### src/hw/rtl/kss_pkg.sv
// Package for the KPI stream statistics block: word types, codes and defaults.
// No dependencies; every other file of the block imports it.
package kss_pkg;

  localparam int unsigned CountBitsDef = 20;
  localparam int unsigned ValueBitsDef = 32;
  localparam int unsigned NumMetrics   = 5;

  // input word kinds
  localparam logic [1:0] KIND_SAMPLE  = 2'd0;
  localparam logic [1:0] KIND_REPORT  = 2'd1;
  localparam logic [1:0] KIND_CLEAR   = 2'd2;
  localparam logic [1:0] KIND_UNKNOWN = 2'd3;

  // configuration register indexes
  localparam logic [3:0] REG_CPU_THR  = 4'd0;
  localparam logic [3:0] REG_MEM_THR  = 4'd1;
  localparam logic [3:0] REG_LAT_THR  = 4'd2;
  localparam logic [3:0] REG_LOSS_THR = 4'd3;

  // metric codes
  localparam logic [2:0] MET_CPU  = 3'd0;
  localparam logic [2:0] MET_MEM  = 3'd1;
  localparam logic [2:0] MET_LAT  = 3'd2;
  localparam logic [2:0] MET_THR  = 3'd3;
  localparam logic [2:0] MET_LOSS = 3'd4;

  localparam logic [13:0] CpuThrRst  = 14'd9000;
  localparam logic [13:0] MemThrRst  = 14'd9000;
  localparam logic [15:0] LatThrRst  = 16'd100;
  localparam logic [15:0] LossThrRst = 16'd5;

  typedef enum logic {ARITH_MUL, ARITH_DIV} kss_op_e;

  typedef struct packed {
    logic [1:0]  kind;
    logic [31:0] rec_id;
    logic [31:0] stamp;
    logic [15:0] latency_ms;
    logic [15:0] loss_val;
    logic [31:0] throughput_bps;
    logic [13:0] cpu_centi_pct;
    logic [13:0] mem_centi_pct;
  } kss_item_t;

  typedef struct packed {
    logic [2:0]  metric;
    logic [19:0] sample_count;
    logic [31:0] minimum;
    logic [31:0] maximum;
    logic [31:0] peak_record;
    logic [31:0] peak_stamp;
    logic [31:0] mean;
    logic [63:0] variance;
    logic [19:0] alert_count;
    logic        empty_res;
    logic        overflowed;
    logic        last;
  } kss_result_t;

  typedef struct packed {
    logic clr;
    logic sq_en;
    logic upd;
    logic first;
  } kss_lane_ctrl_t;

endpackage

### src/hw/rtl/kss_lane.sv
// One metric lane: value sum, with min/max, peak record and sum of squares if HAS_RANGE, alert count if HAS_ALERT.
// Depends on kss_pkg.
module kss_lane #(
  parameter int unsigned VALUE_BITS = kss_pkg::ValueBitsDef,
  parameter int unsigned COUNT_BITS = kss_pkg::CountBitsDef,
  parameter bit          HAS_RANGE  = 1'b1,
  parameter bit          HAS_ALERT  = 1'b1
) (
  input  logic                                      clk_i,
  input  logic                                      rst_ni,
  input  kss_pkg::kss_lane_ctrl_t                   ctrl_i,
  input  logic [VALUE_BITS-1:0]                     value_i,
  input  logic [VALUE_BITS-1:0]                     limit_i,
  input  logic [31:0]                               record_i,
  input  logic [31:0]                               stamp_i,
  output logic [VALUE_BITS-1:0]                     min_o,
  output logic [VALUE_BITS-1:0]                     max_o,
  output logic [31:0]                               pid_o,
  output logic [31:0]                               pst_o,
  output logic [VALUE_BITS+COUNT_BITS-1:0]          sum_o,
  output logic [2*VALUE_BITS+COUNT_BITS-1:0]        sq_o,
  output logic [COUNT_BITS-1:0]                     alert_o
);
  import kss_pkg::*;

  localparam int unsigned SumW = VALUE_BITS + COUNT_BITS;
  localparam int unsigned SqW  = 2 * VALUE_BITS + COUNT_BITS;

  logic [SumW-1:0] sum_q;

  always_ff @(posedge clk_i or negedge rst_ni) begin
    if (!rst_ni) begin
      sum_q <= '0;
    end else if (ctrl_i.clr) begin
      sum_q <= '0;
    end else if (ctrl_i.upd) begin
      sum_q <= sum_q + SumW'(value_i);
    end
  end
  assign sum_o = sum_q;

  if (HAS_RANGE) begin : g_range
    logic [2*VALUE_BITS-1:0] sqr_q;
    logic [SqW-1:0]          sqs_q;
    logic [VALUE_BITS-1:0]   min_q, max_q;
    logic [31:0]             pid_q, pst_q;

    // square is registered in the cycle before the accumulate
    always_ff @(posedge clk_i) begin
      if (ctrl_i.sq_en) begin
        sqr_q <= (2*VALUE_BITS)'(value_i) * (2*VALUE_BITS)'(value_i);
      end
    end

    always_ff @(posedge clk_i or negedge rst_ni) begin
      if (!rst_ni) begin
        sqs_q <= '0;
        min_q <= '0;
        max_q <= '0;
        pid_q <= '0;
        pst_q <= '0;
      end else if (ctrl_i.clr) begin
        sqs_q <= '0;
        min_q <= '0;
        max_q <= '0;
        pid_q <= '0;
        pst_q <= '0;
      end else if (ctrl_i.upd) begin
        sqs_q <= sqs_q + SqW'(sqr_q);
        if (ctrl_i.first || value_i > max_q) begin
          max_q <= value_i;
          pid_q <= record_i;
          pst_q <= stamp_i;
        end
        if (ctrl_i.first || value_i < min_q) begin
          min_q <= value_i;
        end
      end
    end
    assign sq_o  = sqs_q;
    assign min_o = min_q;
    assign max_o = max_q;
    assign pid_o = pid_q;
    assign pst_o = pst_q;
  end else begin : g_norange
    assign sq_o  = '0;
    assign min_o = '0;
    assign max_o = '0;
    assign pid_o = '0;
    assign pst_o = '0;
  end

  if (HAS_ALERT) begin : g_alert
    logic [COUNT_BITS-1:0] alert_q;
    always_ff @(posedge clk_i or negedge rst_ni) begin
      if (!rst_ni) begin
        alert_q <= '0;
      end else if (ctrl_i.clr) begin
        alert_q <= '0;
      end else if (ctrl_i.upd && value_i > limit_i) begin
        alert_q <= alert_q + 1'b1;
      end
    end
    assign alert_o = alert_q;
  end else begin : g_noalert
    assign alert_o = '0;
  end

endmodule

### config.mk
export PLATFORM = sky130hd
export DESIGN_NAME = kss_lane
export DESIGN_NICKNAME = d
export VERILOG_FILES = /design/src/hw/rtl/kss_pkg.sv /design/src/hw/rtl/kss_lane.sv
export SDC_FILE = /design/constraint.sdc
export NUM_CORES = 2
export LEC_CHECK = 0
export BUFFER_PORTS_ARGS = -buffer_cell sky130_fd_sc_hd__buf_2
export CAP_MARGIN = 25
export CELL_PAD_IN_SITES_DETAIL_PLACEMENT = 2
export CELL_PAD_IN_SITES_GLOBAL_PLACEMENT = 2
export CORE_MARGIN = 4
export CORE_UTILIZATION = 40
export CTS_CLUSTER_DIAMETER = 40
export CTS_CLUSTER_SIZE = 20
export DETAILED_ROUTE_END_ITERATION = 16
export PLACE_DENSITY_LB_ADDON = 0.08
export SYNTH_ARGS = -nofsm -noshare
export SYNTH_HDL_FRONTEND = slang
export SYNTH_SLANG_ARGS = --single-unit
### constraint.sdc
create_clock -name clk_i -period 3.7 [get_ports clk_i]
set_input_delay 0.185 -clock clk_i [delete_from_list [all_inputs] [get_ports clk_i]]
set_output_delay 0.185 -clock clk_i [all_outputs]
set_load 0.02 [all_outputs]
==> results of run 1 <==
==> what timing repair did <==
action,in CTS
gates cloned,4
hold buffers,69
gates resized for setup,423
pin swaps,209
endpoints found under the setup margin,71
setup buffers,89
hold endpoints to repair,163
==> cells by family after synthesis <==
logic type	after synthesis	share of synthesized area, %
buffers and inverters	1348	10.0
AO/OA/AOI/OAI	900	11.9
AND/OR/NAND/NOR	1243	11.9
flip-flops	347	17.8
adder cells (fa/ha/maj)	1284	43.6
other	1	0.00741
multiplexers	51	1.02
XOR/XNOR	216	3.74
==> synth_stat cells (5+ instances only) <==
| cell type | n | share of area [%] |
|---|---|---|
| nor4_1 | 11 | 0.14 |
| nand4_1 | 73 | 0.90 |
| edfxtp_1 | 63 | 3.7 |
| or4_1 | 10 | 0.15 |
| ha_1 | 488 | 12 |
| o21a_1 | 11 | 0.16 |
| a31oi_1 | 27 | 0.33 |
| nor3b_1 | 5 | 0.074 |
| nand2_1 | 450 | 3.3 |
| o21ai_1 | 6 | 0.059 |
| xnor2_1 | 131 | 2.3 |
| and3_1 | 33 | 0.41 |
| dfrtp_1 | 284 | 14 |
| nor3_1 | 39 | 0.39 |
| inv_1 | 1112 | 8.3 |
| or2_2 | 10 | 0.12 |
| fa_1 | 796 | 32 |
| a22o_1 | 100 | 1.7 |
| a311oi_1 | 5 | 0.087 |
| and2_1 | 240 | 3.0 |
| buf_1 | 11 | 0.082 |
| nor2b_1 | 25 | 0.31 |
| o211ai_1 | 7 | 0.10 |
| a21oi_1 | 249 | 2.5 |
| nand3_1 | 50 | 0.49 |
| a211oi_1 | 24 | 0.36 |
| a31o_2 | 10 | 0.17 |
| o21ai_0 | 171 | 1.7 |
| mux2i_1 | 48 | 0.95 |
| or3_1 | 27 | 0.33 |
| a21boi_0 | 7 | 0.10 |
| nand2b_1 | 35 | 0.43 |
| xor2_1 | 85 | 1.5 |
| o31ai_1 | 27 | 0.40 |
| o21bai_1 | 50 | 0.74 |
| clkbuf_1 | 214 | 1.6 |
| nor2_1 | 223 | 1.7 |
| a21o_1 | 125 | 1.9 |
| buf_2 | 6 | 0.059 |
| a41oi_1 | 7 | 0.12 |
| and4_1 | 6 | 0.10 |
| o221ai_1 | 8 | 0.14 |
| a221oi_1 | 7 | 0.12 |
==> per-layer routing <==
metal / GRT overflow / GRT usage (%)
met3: 24 / 59.6
met5: 5 / 26.0
met1: 19 / 75.0
met2: 467 / 95.5
met4: 262 / 81.8
==> metrics by stage <==
stage          hold WS (ns)  cell area [um2]
2_1_floorplan        -0.111            51600
3_3_place_gp          0.241            61300
3_5_place_dp          0.252            61300
4_1_cts            0.000969            67600
==> results.sh, run 1 <==
export IMPL_outcome="did not finish"
export IMPL_flow_stopped_at="global routing (5_1_grt)"
export IMPL_error="[ERROR GRT-0232] Routing congestion too high. Check the congestion heatmap in the GUI."
export IMPL_async_flop_share_pct=81.8
export IMPL_die_w_um=364
export IMPL_numPortBuffers=417
export IMPL_ctsHtreeMaxLevel=3
export IMPL_grtUsageTotal_pct=77.0
export IMPL_synth_cell_types=88
export IMPL_die_h_um=364
export IMPL_clk_path_buf_depth=3
export IMPL_worst_endpoint_kind="register data pin"
export IMPL_dp_cells=8051
export IMPL_initial_core_util_pct=40.3
export IMPL_syn_area_per_cell_um2=9.38
export IMPL_rows=130
export IMPL_synth_cells=5390
export IMPL_synth_ff_type="dfrtp_1"
export IMPL_numCtsBuffers=81
export IMPL_grt_overflow=777
export IMPL_worst_endpoint="g_range.sqr_q[60]$_DFFE_PP_/D"
export IMPL_ys_ff_latch=347
export IMPL_cts_sinks=347
export IMPL_netlist_area_um2=50600
export IMPL_place_gp_congestion=0.885
export IMPL_ys_warnings_count=0
export IMPL_synth_edf_count=63
export IMPL_post_place_ws_ns=-4.46
export IMPL_post_dp_hpwl_um=196000
export IMPL_ys_seq_area_share_pct=17.8
export IMPL_pin_count=418
export IMPL_cts_root_buf="clkbuf_16"
export IMPL_grt_max_degree=82
==> run 2, diff against run 1 <==
==> config.mk (replaced) <==
export PLATFORM = sky130hd
export DESIGN_NAME = kss_lane
export DESIGN_NICKNAME = d
export VERILOG_FILES = /design/src/hw/rtl/kss_pkg.sv /design/src/hw/rtl/kss_lane.sv
export SDC_FILE = /design/constraint.sdc
export NUM_CORES = 2
export LEC_CHECK = 0
export BUFFER_PORTS_ARGS = -buffer_cell sky130_fd_sc_hd__buf_2
export CAP_MARGIN = 25
export CORE_MARGIN = 4
export CORE_UTILIZATION = 40
export DETAILED_ROUTE_END_ITERATION = 16
export PLACE_DENSITY_LB_ADDON = 0.15
export SYNTH_ARGS = -nofsm -noshare
export SYNTH_HDL_FRONTEND = slang
export SYNTH_SLANG_ARGS = --single-unit
==> results.sh, run 2 <==
export IMPL_area_delta_synth_final_pct=31.8
export IMPL_synth_edf_count=63
export IMPL_fmax_ghz=0.150
export IMPL_worst_path_most_repeated_cell="fa_1"
export IMPL_cp_end_kind="register"
export IMPL_netlist_area_um2=50600
export IMPL_slowest_stage="fa_2"
export IMPL_cap_violations=0
export IMPL_initial_core_util_pct=40.3
export IMPL_setup_viol=56
export IMPL_synthTopCellsByArea="fa_1, dfrtp_1, ha_1"
export IMPL_drt_iter0_drc=3021
export IMPL_worstSetupStartpointType="input pin"
export IMPL_post_dp_hpwl_um=145000
export IMPL_synth_top_family_by_area="adder cells"
export IMPL_pin_count=418
export IMPL_ys_warnings_count=0
export IMPL_crit_arrival_ns=7.03
export IMPL_synth_cell_types=88
export IMPL_layout_commonest_cell="inv_1"
export IMPL_async_flop_share_pct=81.8
export IMPL_path_delay_family="adder cells"
export IMPL_stdcell_area_um2=66700
export IMPL_critPathKind="in2reg"
export IMPL_dieArea_um2=132000
export IMPL_clkTransAtPathRegs_ns=0.06
export IMPL_antenna_found_initial=3
export IMPL_synth_cells=5390
export IMPL_clk_path_buf_depth=3
export IMPL_muxShareOfSynthArea_pct=1.02
export IMPL_synth_compound_area_share_pct=11.9
export IMPL_grtUsageTotal_pct=26.7
export IMPL_grt_overflow=0
export IMPL_finClkSkew_ns=0.0396
export IMPL_synthAdderAreaFrac_pct=43.6
export IMPL_whs_ns=0.0430
export IMPL_yosys_area_share_simple_pct=11.9
export IMPL_grt_pass1_vias=44500
export IMPL_routed_wl_um=178000
export IMPL_numCtsBuffers=44
export IMPL_dr_pass1_iters=8
export IMPL_tritoncts="built"
export IMPL_cts_root_buf="clkbuf_16"
export IMPL_ys_seq_area_share_pct=17.8
export IMPL_synth_xor_area_share_pct=3.74
export IMPL_drive_above_1_share_pct=27.8
export IMPL_synth_top_area_share_pct=31.5
export IMPL_required_ns=4.05
export IMPL_rsz0062_at_grt="true"
export IMPL_fin_nets=8051
export IMPL_post_drt_wl_per_cell_um=21.4
export IMPL_vias=42600
export IMPL_drc_errors=0
export IMPL_core_um2=126000
export IMPL_rows=130
export IMPL_ctsHtreeMaxLevel=2
export IMPL_place_area_um2=61300
export IMPL_cp_max_fo=6
export IMPL_place_gp_congestion=0.929
export IMPL_die_h_um=364
export IMPL_grt_pass1_wl_um=270000
export IMPL_synth_area_leader_cell="fa_1"
export IMPL_nFillCells=11500
export IMPL_clock_latency_ns=0.63
export IMPL_setup_ws_ns=-2.98
export IMPL_synth_ff_type="dfrtp_1"
export IMPL_final_antenna_net_count=0
export IMPL_largest_reg_flops=84
export IMPL_grt_max_degree=103
export IMPL_cts_sinks=347
export IMPL_mostFrequentLayoutCells="inv_1, buf_4, fa_1"
export IMPL_hold_viol=0
export IMPL_dp_cells=8074
export IMPL_holdCritPathClass="in2reg"
export IMPL_outcome="finished, violations left"
export IMPL_min_period_ns=6.68
export IMPL_slew_violations=0
export IMPL_ys_ff_latch=347
export IMPL_vias_per_cell=5.11
export IMPL_slowest_delay_ns=0.58
export IMPL_syn_area_per_cell_um2=9.38
export IMPL_synth_commonest_cells="inv_1, fa_1, ha_1"
export IMPL_die_w_um=364
export IMPL_yosysMostFrequentCell="inv_1"
export IMPL_post_place_ws_ns=-4.17
export IMPL_numPortBuffers=417
export IMPL_fin_crit_sh_pct=181
export IMPL_maxSlewHeadroom_pct=38.7
export IMPL_critPathBufInv=8
export IMPL_final_cells=8324
export IMPL_violations="negative setup slack"
export IMPL_tightest_slew_ns=0.912
[run 2: worst paths after layout]
check | end | slack, ns | cells past startpoint | from
worst max-delay path | g_range.sqr_q[57] | -2.98 | 28 | value_i[5]
worst max register to register | sq_o[83] | 0.15 | 13 | g_range.sqr_q[24]
worst min register to register | pid_o[20] | 0.50 | 1 | pid_o[20]
worst min-delay path | max_o[24] | 0.04 | 4 | value_i[24]
max in group asynchronous | pst_o[27] | 2.47 | 3 | rst_ni
min in group asynchronous | sq_o[10] | 0.09 | 2 | rst_ni
[run 2: worst register-to-register path, stage by stage, from the launching register on]
cell	delay, ns
edfxtp_1	0.45
ha_1	0.32
buf_4	0.16
a21oi_1	0.19
o21ai_0	0.21
a221oi_1	0.45
o21bai_1	0.22
nor3_2	0.32
nand4_1	0.14
a211oi_1	0.35
buf_4	0.26
nor4_1	0.09
xnor2_1	0.19
nor2_1	0.06
[run 2: routing by layer]
layer / vias to the layer above / track usage (%) / part of all wire [%] / wire length [um]
met5: - / 0 / 0.0073 / 13
met1: 21500 / 39.3 / 47 / 83500
met4: 2 / 5.82 / 2.5 / 4450
met2: 1112 / 42.0 / 45 / 79800
li1: 19700 / - / - / -
met3: 185 / 3.96 / 5.8 / 10400
[run 2: cells by family (layout without fill, tap and decap cells)]
kind of cell,after synthesis,after routing
other,1,7
XOR/XNOR,216,216
flip-flops,347,347
AND/OR/NAND/NOR,1243,1243
multiplexers,51,51
AO/OA/AOI/OAI,900,900
adder cells (fa/ha/maj),1284,1284
buffers and inverters,1348,2626
[run 2: cell type report]
type | instances | area, um2 | share of cell area [%]
diodes | 5 | 12.5 | 0.0188
multi-input cells | 3696 | 38800 | 58.1
well taps | 1650 | 2060 | 3.10
flip-flops and latches | 347 | 9000 | 13.5
inverters | 1116 | 4200 | 6.30
clock inverters | 20 | 256 | 0.385
repair buffers | 1428 | 11100 | 16.7
clock buffers | 62 | 1280 | 1.92
[run 2: through the flow]
step,TNS (ns),util (%)
3_3_place_gp,-200.35,48.8
6_report,-141.41,53.1
4_1_cts,-135.96,52.3
2_1_floorplan,-142.82,-
3_5_place_dp,-203.09,48.8
5_1_grt,-151.62,53.1
[run 2: what timing repair did]
action	in CTS	in global routing
hold endpoints to repair	153	0
hold buffers	72	0
setup endpoints to repair	61	84
gates cloned	4	4
pin swaps	109	97
setup buffers	72	25
gates resized for setup	314	182
Power of run 2 is left out: the tool's default activity adds up to more than one toggle a clock period on the data nets, which glitch-free logic cannot reach.
